$ cat src/phd_pkg.sv
// ----------------------------------------------------------------------------
// phd_pkg
// Shared types, widths and constants of the pad hit detector.
// ----------------------------------------------------------------------------
package phd_pkg;

  localparam int PAD_W       = 2;
  localparam int NUM_PADS    = 2 ** PAD_W;
  localparam int PAD_COUNT   = 4;
  localparam int SAMPLE_BITS = 12;
  localparam int TICK_W      = 32;
  localparam int Q_SHIFT     = 8;
  localparam int EMA_W       = SAMPLE_BITS + Q_SHIFT;
  localparam int ALPHA_W     = 9;
  localparam int LEVEL_W     = 12;
  localparam int REFR_W      = 16;
  localparam int BASE_W      = 13;
  localparam int CENTI_W     = 13;
  localparam int QUEUE_DEPTH = 4;

  localparam int ALPHA_ONE = 1 << Q_SHIFT;

  // register reset values
  localparam int ALPHA_RST   = 77;
  localparam int HIT_RST     = 270;
  localparam int RELEASE_RST = 120;
  localparam int REFR_RST    = 40;
  localparam int BASE_RST    = 0;

  // configuration channel
  localparam int CFG_IDX_W  = 3;
  localparam int CFG_DATA_W = 16;

  typedef enum logic [CFG_IDX_W-1:0] {
    REG_ALPHA   = 3'd0,
    REG_HIT     = 3'd1,
    REG_RELEASE = 3'd2,
    REG_REFR    = 3'd3,
    REG_BASE0   = 3'd4,
    REG_BASE1   = 3'd5,
    REG_BASE2   = 3'd6,
    REG_BASE3   = 3'd7
  } reg_idx_e;

  // stream widths
  localparam int IN_DATA_W  = ((SAMPLE_BITS + TICK_W + 7) / 8) * 8;
  localparam int IN_USER_W  = PAD_W;
  localparam int OUT_DATA_W = ((CENTI_W + 7) / 8) * 8;
  localparam int OUT_USER_W = PAD_W + 1;

  // force scaling: centi = round(excess * 1000 / (FULL_SPAN * 256))
  localparam int FULL_SPAN   = 600;
  localparam int CENTI_SCALE = 1000;
  localparam int CENTI_MAX   = (1 << CENTI_W) - 1;
  localparam int NUM_W       = EMA_W + $clog2(CENTI_SCALE) + 1;
  localparam longint unsigned DIV   = longint'(FULL_SPAN) << Q_SHIFT;
  localparam longint unsigned HALF  = longint'(FULL_SPAN) << (Q_SHIFT - 1);
  localparam int DIV_W       = $clog2(DIV + 1);
  // floor reciprocal: the first quotient is low by at most one
  localparam longint unsigned RECIP = (64'd1 << NUM_W) / DIV;
  localparam int RECIP_W     = NUM_W - $clog2(DIV) + 1;
  localparam int PROD_W      = NUM_W + RECIP_W;
  localparam int MUL_W       = RECIP_W + DIV_W;

  typedef struct packed {
    logic [PAD_W-1:0]       pad;
    logic [SAMPLE_BITS-1:0] sample;
    logic [TICK_W-1:0]      now_ticks;
  } item_t;

  // baseline in Q12.8, saturated to the largest average
  function automatic logic [EMA_W-1:0] base_q8(input logic [BASE_W-1:0] b);
    logic [BASE_W+Q_SHIFT-1:0] v;
    v = {b, Q_SHIFT'(0)};
    if (v > (BASE_W + Q_SHIFT)'((1 << EMA_W) - 1)) begin
      base_q8 = '1;
    end else begin
      base_q8 = v[EMA_W-1:0];
    end
  endfunction

endpackage

$ cat src/phd_front.sv
// ----------------------------------------------------------------------------
// phd_front
// Input stage: takes a sample transfer, drops pads out of range, queues the rest.
// ----------------------------------------------------------------------------
module phd_front (
  input  logic                             clk_i,
  input  logic                             rst_ni,
  input  logic                             s_axis_tvalid_i,
  output logic                             s_axis_tready_o,
  // [11:0] sample, [43:12] now_ticks, [47:44] zero
  input  logic [phd_pkg::IN_DATA_W-1:0]    s_axis_tdata_i,
  // [1:0] pad
  input  logic [phd_pkg::IN_USER_W-1:0]    s_axis_tuser_i,
  output logic                             push_o,
  output phd_pkg::item_t                   push_item_o,
  input  logic                             full_i
);

  logic           hold_q, hold_d;
  phd_pkg::item_t item_q, item_d;
  logic           in_range;
  logic           drain;
  logic           accept;

  always_comb begin
    in_range        = int'(item_q.pad) < phd_pkg::PAD_COUNT;
    drain           = hold_q && (!in_range || !full_i);
    push_o          = hold_q && in_range && !full_i;
    push_item_o     = item_q;
    s_axis_tready_o = !hold_q || drain;
    accept          = s_axis_tvalid_i && s_axis_tready_o;

    hold_d = hold_q;
    item_d = item_q;
    if (accept) begin
      hold_d           = 1'b1;
      item_d.pad       = s_axis_tuser_i;
      item_d.sample    = s_axis_tdata_i[phd_pkg::SAMPLE_BITS-1:0];
      item_d.now_ticks =
        s_axis_tdata_i[phd_pkg::SAMPLE_BITS +: phd_pkg::TICK_W];
    end else if (drain) begin
      hold_d = 1'b0;
    end
  end

  always_ff @(posedge clk_i or negedge rst_ni) begin
    if (!rst_ni) begin
      hold_q <= 1'b0;
      item_q <= '0;
    end else begin
      hold_q <= hold_d;
      item_q <= item_d;
    end
  end

endmodule

$ cat src/phd_fifo.sv
// ----------------------------------------------------------------------------
// phd_fifo
// Short queue of samples between the input stage and the pad update pipeline.
// ----------------------------------------------------------------------------
module phd_fifo #(
  parameter int DEPTH = phd_pkg::QUEUE_DEPTH
) (
  input  logic           clk_i,
  input  logic           rst_ni,
  input  logic           push_i,
  input  phd_pkg::item_t push_item_i,
  output logic           full_o,
  input  logic           pop_i,
  output logic           valid_o,
  output phd_pkg::item_t item_o
);

  localparam int PTR_W = $clog2(DEPTH);
  localparam int CNT_W = $clog2(DEPTH + 1);

  phd_pkg::item_t   mem_q [DEPTH];
  logic [PTR_W-1:0] wr_ptr_q, rd_ptr_q;
  logic [CNT_W-1:0] count_q;

  assign full_o  = count_q == CNT_W'(DEPTH);
  assign valid_o = count_q != '0;
  assign item_o  = mem_q[rd_ptr_q];

  always_ff @(posedge clk_i or negedge rst_ni) begin
    if (!rst_ni) begin
      wr_ptr_q <= '0;
      rd_ptr_q <= '0;
      count_q  <= '0;
      for (int i = 0; i < DEPTH; i++) begin
        mem_q[i] <= '0;
      end
    end else begin
      if (push_i) begin
        mem_q[wr_ptr_q] <= push_item_i;
        wr_ptr_q <= (wr_ptr_q == PTR_W'(DEPTH - 1)) ? '0 : wr_ptr_q + 1'b1;
      end
      if (pop_i) begin
        rd_ptr_q <= (rd_ptr_q == PTR_W'(DEPTH - 1)) ? '0 : rd_ptr_q + 1'b1;
      end
      if (push_i && !pop_i) begin
        count_q <= count_q + 1'b1;
      end else if (pop_i && !push_i) begin
        count_q <= count_q - 1'b1;
      end
    end
  end

endmodule

$ cat src/phd_back.sv
// ----------------------------------------------------------------------------
// phd_back
// Pad update pipeline: average, hit machine, force scaling and result register.
// ----------------------------------------------------------------------------
module phd_back (
  input  logic                              clk_i,
  input  logic                              rst_ni,
  input  logic                              q_valid_i,
  input  phd_pkg::item_t                    q_item_i,
  output logic                              q_pop_o,
  input  logic                              cfg_valid_i,
  output logic                              cfg_ready_o,
  input  logic [phd_pkg::CFG_IDX_W-1:0]     cfg_index_i,
  input  logic [phd_pkg::CFG_DATA_W-1:0]    cfg_data_i,
  output logic                              m_axis_tvalid_o,
  input  logic                              m_axis_tready_i,
  // [12:0] force_centi, [15:13] zero
  output logic [phd_pkg::OUT_DATA_W-1:0]    m_axis_tdata_o,
  // [1:0] event_pad, [2] pressed
  output logic [phd_pkg::OUT_USER_W-1:0]    m_axis_tuser_o
);

  localparam int PAD_W   = phd_pkg::PAD_W;
  localparam int EMA_W   = phd_pkg::EMA_W;
  localparam int NUM_W   = phd_pkg::NUM_W;
  localparam int RECIP_W = phd_pkg::RECIP_W;
  localparam int PROD_W  = phd_pkg::PROD_W;
  localparam int MUL_W   = phd_pkg::MUL_W;
  localparam int QS      = phd_pkg::Q_SHIFT;

  typedef enum logic [1:0] {
    PH_IDLE  = 2'd0,
    PH_ARMED = 2'd1,
    PH_REARM = 2'd2
  } phase_e;

  // configuration
  logic [phd_pkg::ALPHA_W-1:0] alpha_q;
  logic [phd_pkg::LEVEL_W-1:0] hit_q, rel_q;
  logic [phd_pkg::REFR_W-1:0]  refr_q;
  logic [phd_pkg::BASE_W-1:0]  base_q [phd_pkg::NUM_PADS];

  // per-pad state
  logic [EMA_W-1:0]            ema_q   [phd_pkg::NUM_PADS];
  phase_e                      phase_q [phd_pkg::NUM_PADS];
  logic [phd_pkg::TICK_W-1:0]  dl_q    [phd_pkg::NUM_PADS];

  // pipeline registers
  logic                        s1_valid_q, s2_valid_q, s3_valid_q;
  logic [PAD_W-1:0]            s1_pad_q, s2_pad_q, s3_pad_q;
  logic                        s1_pressed_q, s2_pressed_q, s3_pressed_q;
  logic [EMA_W-1:0]            s1_excess_q;
  logic [NUM_W-1:0]            s2_num_q, s3_num_q;
  logic [RECIP_W-1:0]          s3_quot_q;
  logic                        m_valid_q;
  logic [PAD_W-1:0]            m_pad_q;
  logic                        m_pressed_q;
  logic [phd_pkg::CENTI_W-1:0] m_force_q;

  // stage one signals
  logic                        adv, take;
  logic [PAD_W-1:0]            pad;
  logic [phd_pkg::ALPHA_W-1:0] alpha;
  logic [EMA_W-1:0]            ema_old, samp_q8, ema_new;
  logic signed [EMA_W:0]       diff;
  logic signed [EMA_W+phd_pkg::ALPHA_W+1:0] prod;
  logic signed [EMA_W+phd_pkg::ALPHA_W+1:0] step;
  logic [EMA_W:0]              base_q8, sum;
  logic [EMA_W-1:0]            excess;
  logic                        hit, rel_ok, passed;
  logic [phd_pkg::TICK_W-1:0]  since;
  phase_e                      ph_nx;
  logic                        set_dl, ev, ev_pressed;
  logic [EMA_W-1:0]            ev_excess;

  // later stage signals
  logic [NUM_W-1:0]            num_d;
  logic [PROD_W-1:0]           quot_prod;
  logic [MUL_W-1:0]            back_mul, rem;
  logic [RECIP_W:0]            quot;
  logic [phd_pkg::CENTI_W-1:0] force_d;
  logic [PAD_W-1:0]            cfg_pad;

  assign cfg_ready_o     = 1'b1;
  assign m_axis_tvalid_o = m_valid_q;
  assign m_axis_tdata_o  = phd_pkg::OUT_DATA_W'(m_force_q);
  assign m_axis_tuser_o  = {m_pressed_q, m_pad_q};

  always_comb begin
    adv     = !m_valid_q || m_axis_tready_i;
    take    = adv && q_valid_i;
    q_pop_o = take;

    pad     = q_item_i.pad;
    alpha   = (alpha_q > phd_pkg::ALPHA_W'(phd_pkg::ALPHA_ONE))
              ? phd_pkg::ALPHA_W'(phd_pkg::ALPHA_ONE) : alpha_q;
    ema_old = ema_q[pad];
    samp_q8 = {q_item_i.sample, QS'(0)};

    // ema + alpha*(sample - ema)/256, floored; stays within the sample range
    diff    = $signed({1'b0, samp_q8}) - $signed({1'b0, ema_old});
    prod    = $signed({1'b0, alpha}) * diff;
    step    = prod >>> QS;
    sum     = EMA_W'(ema_old) + step[EMA_W:0];
    ema_new = sum[EMA_W-1:0];

    base_q8 = {base_q[pad], QS'(0)};
    excess  = ({1'b0, ema_new} > base_q8)
              ? EMA_W'({1'b0, ema_new} - base_q8) : '0;
    hit     = excess >= {hit_q, QS'(0)};
    rel_ok  = excess < {rel_q, QS'(0)};
    since   = q_item_i.now_ticks - dl_q[pad];
    passed  = !since[phd_pkg::TICK_W-1];

    ph_nx      = PH_IDLE;
    set_dl     = 1'b0;
    ev         = 1'b0;
    ev_pressed = 1'b0;
    ev_excess  = '0;
    case (phase_q[pad])
      PH_ARMED: begin
        ph_nx = (rel_ok && passed) ? PH_REARM : PH_ARMED;
      end
      PH_REARM: begin
        ph_nx = PH_IDLE;
        ev    = 1'b1;
      end
      default: begin
        if (hit) begin
          ph_nx      = PH_ARMED;
          set_dl     = 1'b1;
          ev         = 1'b1;
          ev_pressed = 1'b1;
          ev_excess  = excess;
        end
      end
    endcase

    num_d = NUM_W'(s1_excess_q) * NUM_W'(phd_pkg::CENTI_SCALE)
          + NUM_W'(phd_pkg::HALF);

    quot_prod = PROD_W'(s2_num_q) * PROD_W'(phd_pkg::RECIP);

    // first quotient may be one short; fix with one compare
    back_mul = MUL_W'(s3_quot_q) * MUL_W'(phd_pkg::DIV);
    rem      = MUL_W'(s3_num_q) - back_mul;
    quot     = {1'b0, s3_quot_q} + (RECIP_W + 1)'(rem >= MUL_W'(phd_pkg::DIV));
    force_d  = (quot > (RECIP_W + 1)'(phd_pkg::CENTI_MAX))
               ? phd_pkg::CENTI_W'(phd_pkg::CENTI_MAX) : phd_pkg::CENTI_W'(quot);

    cfg_pad = PAD_W'(cfg_index_i - phd_pkg::CFG_IDX_W'(phd_pkg::REG_BASE0));
  end

  always_ff @(posedge clk_i or negedge rst_ni) begin
    if (!rst_ni) begin
      alpha_q <= phd_pkg::ALPHA_W'(phd_pkg::ALPHA_RST);
      hit_q   <= phd_pkg::LEVEL_W'(phd_pkg::HIT_RST);
      rel_q   <= phd_pkg::LEVEL_W'(phd_pkg::RELEASE_RST);
      refr_q  <= phd_pkg::REFR_W'(phd_pkg::REFR_RST);
      for (int i = 0; i < phd_pkg::NUM_PADS; i++) begin
        base_q[i]  <= phd_pkg::BASE_W'(phd_pkg::BASE_RST);
        ema_q[i]   <= phd_pkg::base_q8(phd_pkg::BASE_W'(phd_pkg::BASE_RST));
        phase_q[i] <= PH_IDLE;
        dl_q[i]    <= '0;
      end
      s1_valid_q   <= 1'b0;
      s1_pad_q     <= '0;
      s1_pressed_q <= 1'b0;
      s1_excess_q  <= '0;
      s2_valid_q   <= 1'b0;
      s2_pad_q     <= '0;
      s2_pressed_q <= 1'b0;
      s2_num_q     <= '0;
      s3_valid_q   <= 1'b0;
      s3_pad_q     <= '0;
      s3_pressed_q <= 1'b0;
      s3_num_q     <= '0;
      s3_quot_q    <= '0;
      m_valid_q    <= 1'b0;
      m_pad_q      <= '0;
      m_pressed_q  <= 1'b0;
      m_force_q    <= '0;
    end else begin
      if (take) begin
        ema_q[pad]   <= ema_new;
        phase_q[pad] <= ph_nx;
        if (set_dl) begin
          dl_q[pad] <= q_item_i.now_ticks + phd_pkg::TICK_W'(refr_q);
        end
      end

      // the whole pipeline moves together; bubbles travel as invalid stages
      if (adv) begin
        s1_valid_q   <= take && ev;
        s1_pad_q     <= pad;
        s1_pressed_q <= ev_pressed;
        s1_excess_q  <= ev_excess;

        s2_valid_q   <= s1_valid_q;
        s2_pad_q     <= s1_pad_q;
        s2_pressed_q <= s1_pressed_q;
        s2_num_q     <= num_d;

        s3_valid_q   <= s2_valid_q;
        s3_pad_q     <= s2_pad_q;
        s3_pressed_q <= s2_pressed_q;
        s3_num_q     <= s2_num_q;
        s3_quot_q    <= quot_prod[PROD_W-1:NUM_W];

        m_valid_q    <= s3_valid_q;
        m_pad_q      <= s3_pad_q;
        m_pressed_q  <= s3_pressed_q;
        m_force_q    <= force_d;
      end

      if (cfg_valid_i) begin
        case (cfg_index_i)
          phd_pkg::REG_ALPHA:   alpha_q <= cfg_data_i[phd_pkg::ALPHA_W-1:0];
          phd_pkg::REG_HIT:     hit_q   <= cfg_data_i[phd_pkg::LEVEL_W-1:0];
          phd_pkg::REG_RELEASE: rel_q   <= cfg_data_i[phd_pkg::LEVEL_W-1:0];
          phd_pkg::REG_REFR:    refr_q  <= cfg_data_i[phd_pkg::REFR_W-1:0];
          phd_pkg::REG_BASE0, phd_pkg::REG_BASE1,
          phd_pkg::REG_BASE2, phd_pkg::REG_BASE3: begin
            base_q[cfg_pad] <= cfg_data_i[phd_pkg::BASE_W-1:0];
            // a new baseline also restarts the average; phase and deadline stay
            if (int'(cfg_pad) < phd_pkg::PAD_COUNT) begin
              ema_q[cfg_pad] <= phd_pkg::base_q8(cfg_data_i[phd_pkg::BASE_W-1:0]);
            end
          end
          default: ;
        endcase
      end
    end
  end

endmodule

$ cat src/pad_hit_detector.sv
// Path: input register, queue, stages s1 to s3 and result register, plus any
// time the output is held by the sink; samples that fire nothing give none.
// Throughput: one sample per cycle unless the sink holds the output, set by the
// per-pad average and hit machine update; samples of a pad follow back to back.
// Reset: asynchronous, active low; registers take their defaults, every pad is
// idle with its average at the baseline and its deadline at zero.
// ----------------------------------------------------------------------------
// pad_hit_detector
// Force pad hit detector: smoothed level per pad with hysteresis and hold-off.
// ----------------------------------------------------------------------------
module pad_hit_detector #(
  parameter int QUEUE_DEPTH = phd_pkg::QUEUE_DEPTH
) (
  input  logic                              clk_i,
  input  logic                              rst_ni,
  input  logic                              s_axis_tvalid_i,
  output logic                              s_axis_tready_o,
  // [11:0] sample, [43:12] now_ticks, [47:44] zero
  input  logic [phd_pkg::IN_DATA_W-1:0]     s_axis_tdata_i,
  // [1:0] pad
  input  logic [phd_pkg::IN_USER_W-1:0]     s_axis_tuser_i,
  output logic                              m_axis_tvalid_o,
  input  logic                              m_axis_tready_i,
  // [12:0] force_centi, [15:13] zero
  output logic [phd_pkg::OUT_DATA_W-1:0]    m_axis_tdata_o,
  // [1:0] event_pad, [2] pressed
  output logic [phd_pkg::OUT_USER_W-1:0]    m_axis_tuser_o,
  input  logic                              cfg_valid_i,
  output logic                              cfg_ready_o,
  input  logic [phd_pkg::CFG_IDX_W-1:0]     cfg_index_i,
  input  logic [phd_pkg::CFG_DATA_W-1:0]    cfg_data_i
);

  logic           push;
  phd_pkg::item_t push_item;
  logic           full;
  logic           q_valid;
  phd_pkg::item_t q_item;
  logic           q_pop;

  phd_front u_front (
    .clk_i           (clk_i),
    .rst_ni          (rst_ni),
    .s_axis_tvalid_i (s_axis_tvalid_i),
    .s_axis_tready_o (s_axis_tready_o),
    .s_axis_tdata_i  (s_axis_tdata_i),
    .s_axis_tuser_i  (s_axis_tuser_i),
    .push_o          (push),
    .push_item_o     (push_item),
    .full_i          (full)
  );

  phd_fifo #(
    .DEPTH (QUEUE_DEPTH)
  ) u_fifo (
    .clk_i       (clk_i),
    .rst_ni      (rst_ni),
    .push_i      (push),
    .push_item_i (push_item),
    .full_o      (full),
    .pop_i       (q_pop),
    .valid_o     (q_valid),
    .item_o      (q_item)
  );

  phd_back u_back (
    .clk_i           (clk_i),
    .rst_ni          (rst_ni),
    .q_valid_i       (q_valid),
    .q_item_i        (q_item),
    .q_pop_o         (q_pop),
    .cfg_valid_i     (cfg_valid_i),
    .cfg_ready_o     (cfg_ready_o),
    .cfg_index_i     (cfg_index_i),
    .cfg_data_i      (cfg_data_i),
    .m_axis_tvalid_o (m_axis_tvalid_o),
    .m_axis_tready_i (m_axis_tready_i),
    .m_axis_tdata_o  (m_axis_tdata_o),
    .m_axis_tuser_o  (m_axis_tuser_o)
  );

endmodule

$ cat config.mk
export PLATFORM = sky130hd
export DESIGN_NAME = pad_hit_detector
export DESIGN_NICKNAME = d
export VERILOG_FILES = /design/src/phd_pkg.sv /design/src/phd_front.sv /design/src/phd_fifo.sv /design/src/phd_back.sv /design/src/pad_hit_detector.sv
export SDC_FILE = /design/constraint.sdc
export NUM_CORES = 2
export LEC_CHECK = 0
export BUFFER_PORTS_ARGS = -buffer_cell sky130_fd_sc_hd__buf_2
export CORE_MARGIN = 8
export CORE_UTILIZATION = 45
export CTS_CLUSTER_SIZE = 28
export DETAILED_ROUTE_END_ITERATION = 10
export PLACE_DENSITY_LB_ADDON = 0.08
export SLEW_MARGIN = 20
export SYNTH_ARGS = -nofsm -noshare
export SYNTH_HDL_FRONTEND = slang
export SYNTH_SLANG_ARGS = --single-unit
$ cat constraint.sdc
create_clock -name clk_i -period 27.9 [get_ports clk_i]
set_input_delay 2.79 -clock clk_i [delete_from_list [all_inputs] [get_ports clk_i]]
set_output_delay 2.79 -clock clk_i [all_outputs]
set_load 0.05 [all_outputs]
## Word level (Yosys, flattened, before mapping)

Index checks and enable logic that the tools add are counted.

- Flip-flop bits (word level): 680
- Latch bits: 0
- Bits in writable memories: 0
- ROM bits: 0
- Bits of input ports: 74
- Output and inout port bits: 22
- Logic and storage cells: 189
- Memories kept: 0

- $add $sub $neg: 13
- Multipliers: 4
- Divide/modulo/power cells: 0
- Order comparisons: 14
- Equality and inequality tests: 12
- Shifts and indexed selects: 0
- Multiplexer cells: 56
- Bitwise logic cells: 4
- Reductions and logical operators: 30

Operator list:

| cell | number |
|---|---|
| $mux W80 | 3 |
| $mux W20 | 10 |
| $bwmux W184 | 1 |
| $bwmux W80 | 2 |
| $mux W46 | 3 |
| $bwmux W128 | 1 |
| $mux W32 | 3 |
| $bmux W46 S2 | 1 |
| $demux W46 S2 | 1 |
| $demux W20 S2 | 2 |
| $bmux W32 S2 | 1 |
| $demux W32 S2 | 1 |
| $bwmux W52 | 1 |
| $mux W13 | 4 |
| $mul A31 B14 Y45 const B | 1 |
| $bmux W20 S2 | 1 |
| $add A32 B16 Y32 | 1 |
| $ge A32 B18 Y1 const B | 1 |
| $sub A31 B32 Y32 | 1 |
| $sub A32 B32 Y32 | 1 |
| $add A30 B17 Y31 const B | 1 |
| $mul A10 B21 Y28 | 1 |
| $mul A20 B7 Y27 const B | 1 |
| $bmux W13 S2 | 1 |
| other kinds (42) | 89 |

## Logic depth before layout (Yosys ltp)

- Depth after elaboration: 18
- Mapped depth: 68
- Depth with buffers taken out: 62

## Hierarchy

Synthesis repeated with hierarchy kept, for this count alone.

- Cells, all modules: 4,855
- Area, all modules: 52,019.9 um2

Modules (own cells, without submodules):

| module | instances | cells an instance | area each (um2) | seq. area each (um2) |
|---|---|---|---|---|
| phd_back | 1 | 4,275 | 41,671.2 | 10,727.8 |
| phd_fifo | 1 | 478 | 8,385.5 | 4,779.6 |
| phd_front | 1 | 102 | 1,963.1 | 1,176.1 |

## Least setup slack after synthesis

OpenSTA, ideal clock, no wires.

- Kind: flip-flop to flip-flop
- Start: reg u_fifo.rd_ptr_q[0]
- End: reg u_back.dl_q[66] in the netlist's numbering
- Library setup time: 125 ps
- Arrival: 15,060 ps
- Required time: 27,775 ps
- Path slack: 12,716 ps
- Cell stages (with the launch flop): 64
- Path buffers: 8
- Clock period less this slack: 15,184 ps
- Cell sequence: dfrtp_1 -> buf_6 -> clkbuf_1 -> clkbuf_1 -> buf_1 -> buf_1 -> mux4_2 -> ha_1 -> nand2_1 -> o22ai_1 -> nor4b_1 -> o21a_1 -> nor2_1 -> xnor2_1 -> nand2_1 -> fa_1 -> inv_1 -> fa_1 -> [28 not listed] -> a21oi_1 -> clkbuf_1 -> and2_1 -> ha_1 -> nor2b_1 -> o21a_1 -> o21ai_0 -> a21oi_1 -> o31a_1 -> o21a_1 -> o21a_1 -> o21ai_0 -> nand2b_1 -> o311a_1 -> buf_6 -> nand2_4 -> buf_6 -> mux2_2

- Word-level cells in the longest chain between the ends: 17
- Elaborated cells on any way between the ends: 34
- Those cells by class: add/sub (4); mul (1); order compare (4); eq/ne (2); mux (18); bitwise (2); reduce/logical (3)

RTL lines:

| what | line | text |
|---|---|---|
| from (decl) | phd_fifo.sv:22 | `logic [PTR_W-1:0] wr_ptr_q, rd_ptr_q;` |
| from (signal assigned) | phd_fifo.sv:43 | `rd_ptr_q <= (rd_ptr_q == PTR_W'(DEPTH - 1)) ? '0 : rd_ptr_q + 1'b1;` |
| $not A2 Y3 (implied by the code) (*) | phd_fifo.sv:27 | `assign item_o = mem_q[rd_ptr_q];` |
| $bmux W46 S2 (*) | phd_fifo.sv:27 |  |
| $mux W46 (implied by the code) (*) (2 in series) | phd_fifo.sv:27 |  |
| $not A2 Y3 (implied by the code) | n/a |  |
| $bmux W20 S2 | phd_back.sv:97 | `ema_old = ema_q[pad];` |
| $mux W20 (implied by the code) (2 in series) | phd_back.sv:97 |  |
| $sub A20 B20 Y21 | phd_back.sv:101 | `diff = $signed({1'b0, samp_q8}) - $signed({1'b0, ema_old});` |
| $mul A10 B21 Y28 | phd_back.sv:102 | `prod = $signed({1'b0, alpha}) * diff;` |
| $add A20 B20 Y20 | phd_back.sv:104 | `sum = EMA_W'(ema_old) + step[EMA_W:0];` |
| $sub A20 B20 Y20 or $gt A20 B21 Y1 (tied branches) | phd_back.sv:109, phd_back.sv:108 |  |
| $mux W20 | phd_back.sv:109 | `? EMA_W'({1'b0, ema_new} - base_q8) : '0;` |
| $ge A20 B20 Y1 | phd_back.sv:110 | `hit = excess >= {hit_q, QS'(0)};` |
| $mux W1 | phd_back.sv:129 | `if (hit) begin` |
| $mux W1 | phd_back.sv:120 | `case (phase_q[pad])` |
| $reduce_and A2 Y1 (no source line) | n/a |  |
| to (signal, indexed assignment) | phd_back.sv:188 | `dl_q[pad] <= q_item_i.now_ticks + phd_pkg::TICK_W'(refr_q);` |
| to (decl) | phd_back.sv:46 | `logic [phd_pkg::TICK_W-1:0] dl_q [phd_pkg::NUM_PADS];` |

Mark *: on every way between the ends. The rest lies on a longest branch, timed or not. The select of a mux whose other input is x is not followed.
A chain may end at the register's enable or synchronous reset.

## Worst setup path after layout

- Start: reg u_fifo.rd_ptr_q[0]
- End: reg u_back.dl_q[58] in the netlist's numbering

Same word-level chain as after synthesis.

==> flow_summary.yaml <==
floorplan:
  rows: 125
  core-area_sq_um: 115400
  dieArea_sq_um: 126900
  die_x_um: 356.2
  initial_core_util_pct: 45.12
  fp.dieH_um: 356.2
  ios: 96
placed_design:
  io_buffer_count: 87
  dpl.hpwl_um: 91300
  place_congestion: 0.8146
setup_path:
  crit_fanout: 31
  rr_endpoint: "u_back.dl_q[58]"
  slowest_stage: "mux4_4"
  cpPeakStageDelay_ns: 0.84
  worstPathRequired_ns: 28.42
  cp-end-kind: "register"
  cp.arrival_ns: 18.40
  worst-r2r-setup-slack_ns: 10.02
  critPathLaunchType: "register"
  cp_common_cell: "o21a_1"
  r2r_start: "u_fifo.rd_ptr_q[0]"
  setup.worst_path.class: "register to register"
  reg2reg_depth: 62
routing:
  wirelength_um: 124700
  wl_per_cell_um: 19.11
  antenna_left: 0
  drt_first_pass_iters: 6
  drt_iter0_markers: 1761
  drc: 0
  vias_per_cell: 5.313
  num_vias: 34680
global_route:
  grt_max_degree: 156
  gr-total-overflow: 0
  grt_pass1_wl_um: 204400
  grt_usage_pct: 20.10
  antenna_found_initial: 8
  grt_pass1_vias: 36400
clocking:
  clockBufferDepth: 3
  root_buffer: "clkbuf_16"
  clock_latency_ns: 0.65
  post_cts_buffers: 0
  cts.htree.levels: 3
  clock-sinks: 666
  post_cts_resized: 0
  cts.clk_slew.worst_paths_ns: 0.06
  cts_made_buffers: 80
  cts_tree: "yes"
  ctsHoldBuffers: 0
sta:
  slew_violations: 0
  timing.fmax_ghz: 0.05594
  finalSetupTns_ns: 0
  min_period_ns: 17.88
  setup_violations: 0
  hold_viol_final: 0
  clock-skew-final_ns: 0.02555
  tightest_slew_ns: 1.114
  rsz0062_at_grt: "no"
  relSlewSlack_pct: 25.46
  fin_crit_sh_pct: 64.07
synth:
  yosys_warnings: 0
  synth-main-ff-cell: "dfrtp_1"
  synth_most_common_cell: "dfrtp_1"
  postSynth.asyncResetShare_pct: 100.0
  synthCells: 4885
  ys_seq_area_share_pct: 32.03
  synth_top_area_share_pct: 31.33
  synth-edff-count: 0
  synthDistinctLibCells: 87
  synth-seq-cells: 666
  synth_area_per_cell_sq_um: 10.66
  synth_area_leaders: "dfrtp_1 (31%), fa_1 (16%), ha_1 (12%)"
  yosys-top-cells-count: "dfrtp_1 (652), nand2_1 (605), inv_1 (543)"
  synth_largest_area_cell: "dfrtp_1"
  synth_area_sq_um: 52080
worst_hold_path:
  worstHoldPathCells: 2
  worstHoldStart: "u_back.s1_pad_q[0]"
  hold_end: "u_back.s1_pad_q[0]"
  hold_path_class: "register to register"
final_layout:
  fillCellCount: 10700
  area.growth.synth_to_final_pct: 9.506
  nNetsFinal: 5899
  drive_gt1_share_pct: 16.21
outcome:
  status: "finished clean"
job:
  drv_cap: 0
==> logic make-up (layout without fill, tap and decap cells) <==
group                      after synthesis  after routing  share of synthesized area, %
buffers and inverters                  730            841                         5.518
DFF                                    666            666                         32.03
xor gates and xnor gates               187            187                         3.145
muxes                                  555            555                         13.92
and+or+nand+nor                       1201           1201                         10.22
AOI/OAI and AO/OA                      651            651                         7.822
adders and majority gates              893            893                         27.32
other                                    2              8                       0.01442
==> stage by stage <==
stage | cell area [sq um] | setup WS [ns] | util (%) | hold WS (ns) | instances
final | 57030 | 10.02 | 49.41 | 0.4641 | 6526
after global routing | 57020 | 8.970 | 49.40 | 0.4844 | 6522
after CTS | 57020 | 10.01 | 49.40 | 0.4667 | 6522
after detailed placement | 54140 | 10.08 | 46.91 | 0.4532 | 6374
after global placement | 54140 | 10.08 | 46.91 | 0.4456 | 6374
after floorplan | 52090 | 12.72 | - | 0.4300 | 4887
==> routing by layer <==
| layer | global-route usage, % | vias to the layer above | share of wire, % |
|---|---|---|---|
| li1 | - | 16650 | - |
| met4 | 5.005 | 6 | 2.4 |
| met2 | 33.86 | 495 | 48 |
| met1 | 27.61 | 17360 | 46 |
| met3 | 2.538 | 167 | 3.4 |
| met5 | 0 | - | 0.028 |
==> cells in the final DEF (no fill, tap or decap), types with 28 or more instances in the layout <==
cell type	synthesis	final
dfrtp_1	652	650
nand2_1	605	598
inv_1	543	543
ha_1	486	486
fa_1	407	407
mux2_2	372	372
nor2_1	259	259
o21ai_0	193	193
a21oi_1	169	169
xnor2_1	121	121
mux4_2	94	92
buf_2	4	86
clkbuf_16	0	80
xor2_1	66	66
a21o_1	64	64
nor3_1	63	60
buf_4	12	60
mux2i_1	59	59
nand3_1	49	49
nor2b_1	42	41
a31oi_1	39	39
nand2b_1	38	37
nand4_1	33	33
and2_1	32	32
mux2_1	28	28
==> final cells by class <==
type	instances	area (sq um)	share of cell area, %
multi-input combinational	3491	32590	57.14
sequential	666	16690	29.26
clock buffer	111	2288	4.013
inverter	545	2046	3.587
tap	1524	1907	3.344
timing repair buffer	148	915.9	1.606
clock inverter	37	586.8	1.029
antenna	4	10.01	0.01755
==> flip-flops by register name, indices dropped and copies added, names as in the netlist, 2 cells and up <==
signal and flops:
u_front.push_item_o 46, u_fifo.wr_ptr_q 2, u_back.m_force_q 13, u_fifo.rd_ptr_q 2
u_back.s3_quot_q 14, u_back.refr_q 16, u_back.phase_q 8, u_back.s1_excess_q 20
u_fifo.count_q 3, u_back.s2_num_q 28, u_back.s3_num_q 20, u_back.dl_q 128
u_back.hit_q 12, u_back.ema_q 80, u_back.s1_pad_q 2, u_back.base_q 52
u_back.alpha_q 9, u_back.rel_q 12, u_back.s3_pad_q 2, u_back.s2_pad_q 2
u_fifo.mem_q 184, u_back.m_pad_q 2
==> how the worst max path moves through the flow <==
stage	startpoint	endpoint	slack, ns	depth (start not counted)
6_report	u_fifo.rd_ptr_q[0]	u_back.dl_q[58]	10.02	62
5_1_grt	u_fifo.rd_ptr_q[0]	u_back.dl_q[48]	8.97	62
4_1_cts	u_fifo.rd_ptr_q[0]	u_back.dl_q[58]	10.01	62
3_5_place_dp	u_fifo.rd_ptr_q[0]	u_back.dl_q[41]	10.08	62
3_3_place_gp	u_fifo.rd_ptr_q[0]	u_back.dl_q[51]	10.08	62
2_1_floorplan	u_fifo.rd_ptr_q[0]	u_back.dl_q[66]	12.72	63
==> critical path: cells and delay by family (launching register included) <==
family | cells | cell delay (ns)
buf+inv | 8 | 1.40
xor+xnor | 3 | 1.40
compound gates | 27 | 6.41
simple gates | 11 | 2.39
mux | 4 | 1.86
flops | 1 | 0.63
fa+ha+maj | 9 | 3.52
Power is left out: the tool's default activity adds up to more than one toggle a clock period on the data nets, which glitch-free logic cannot reach.
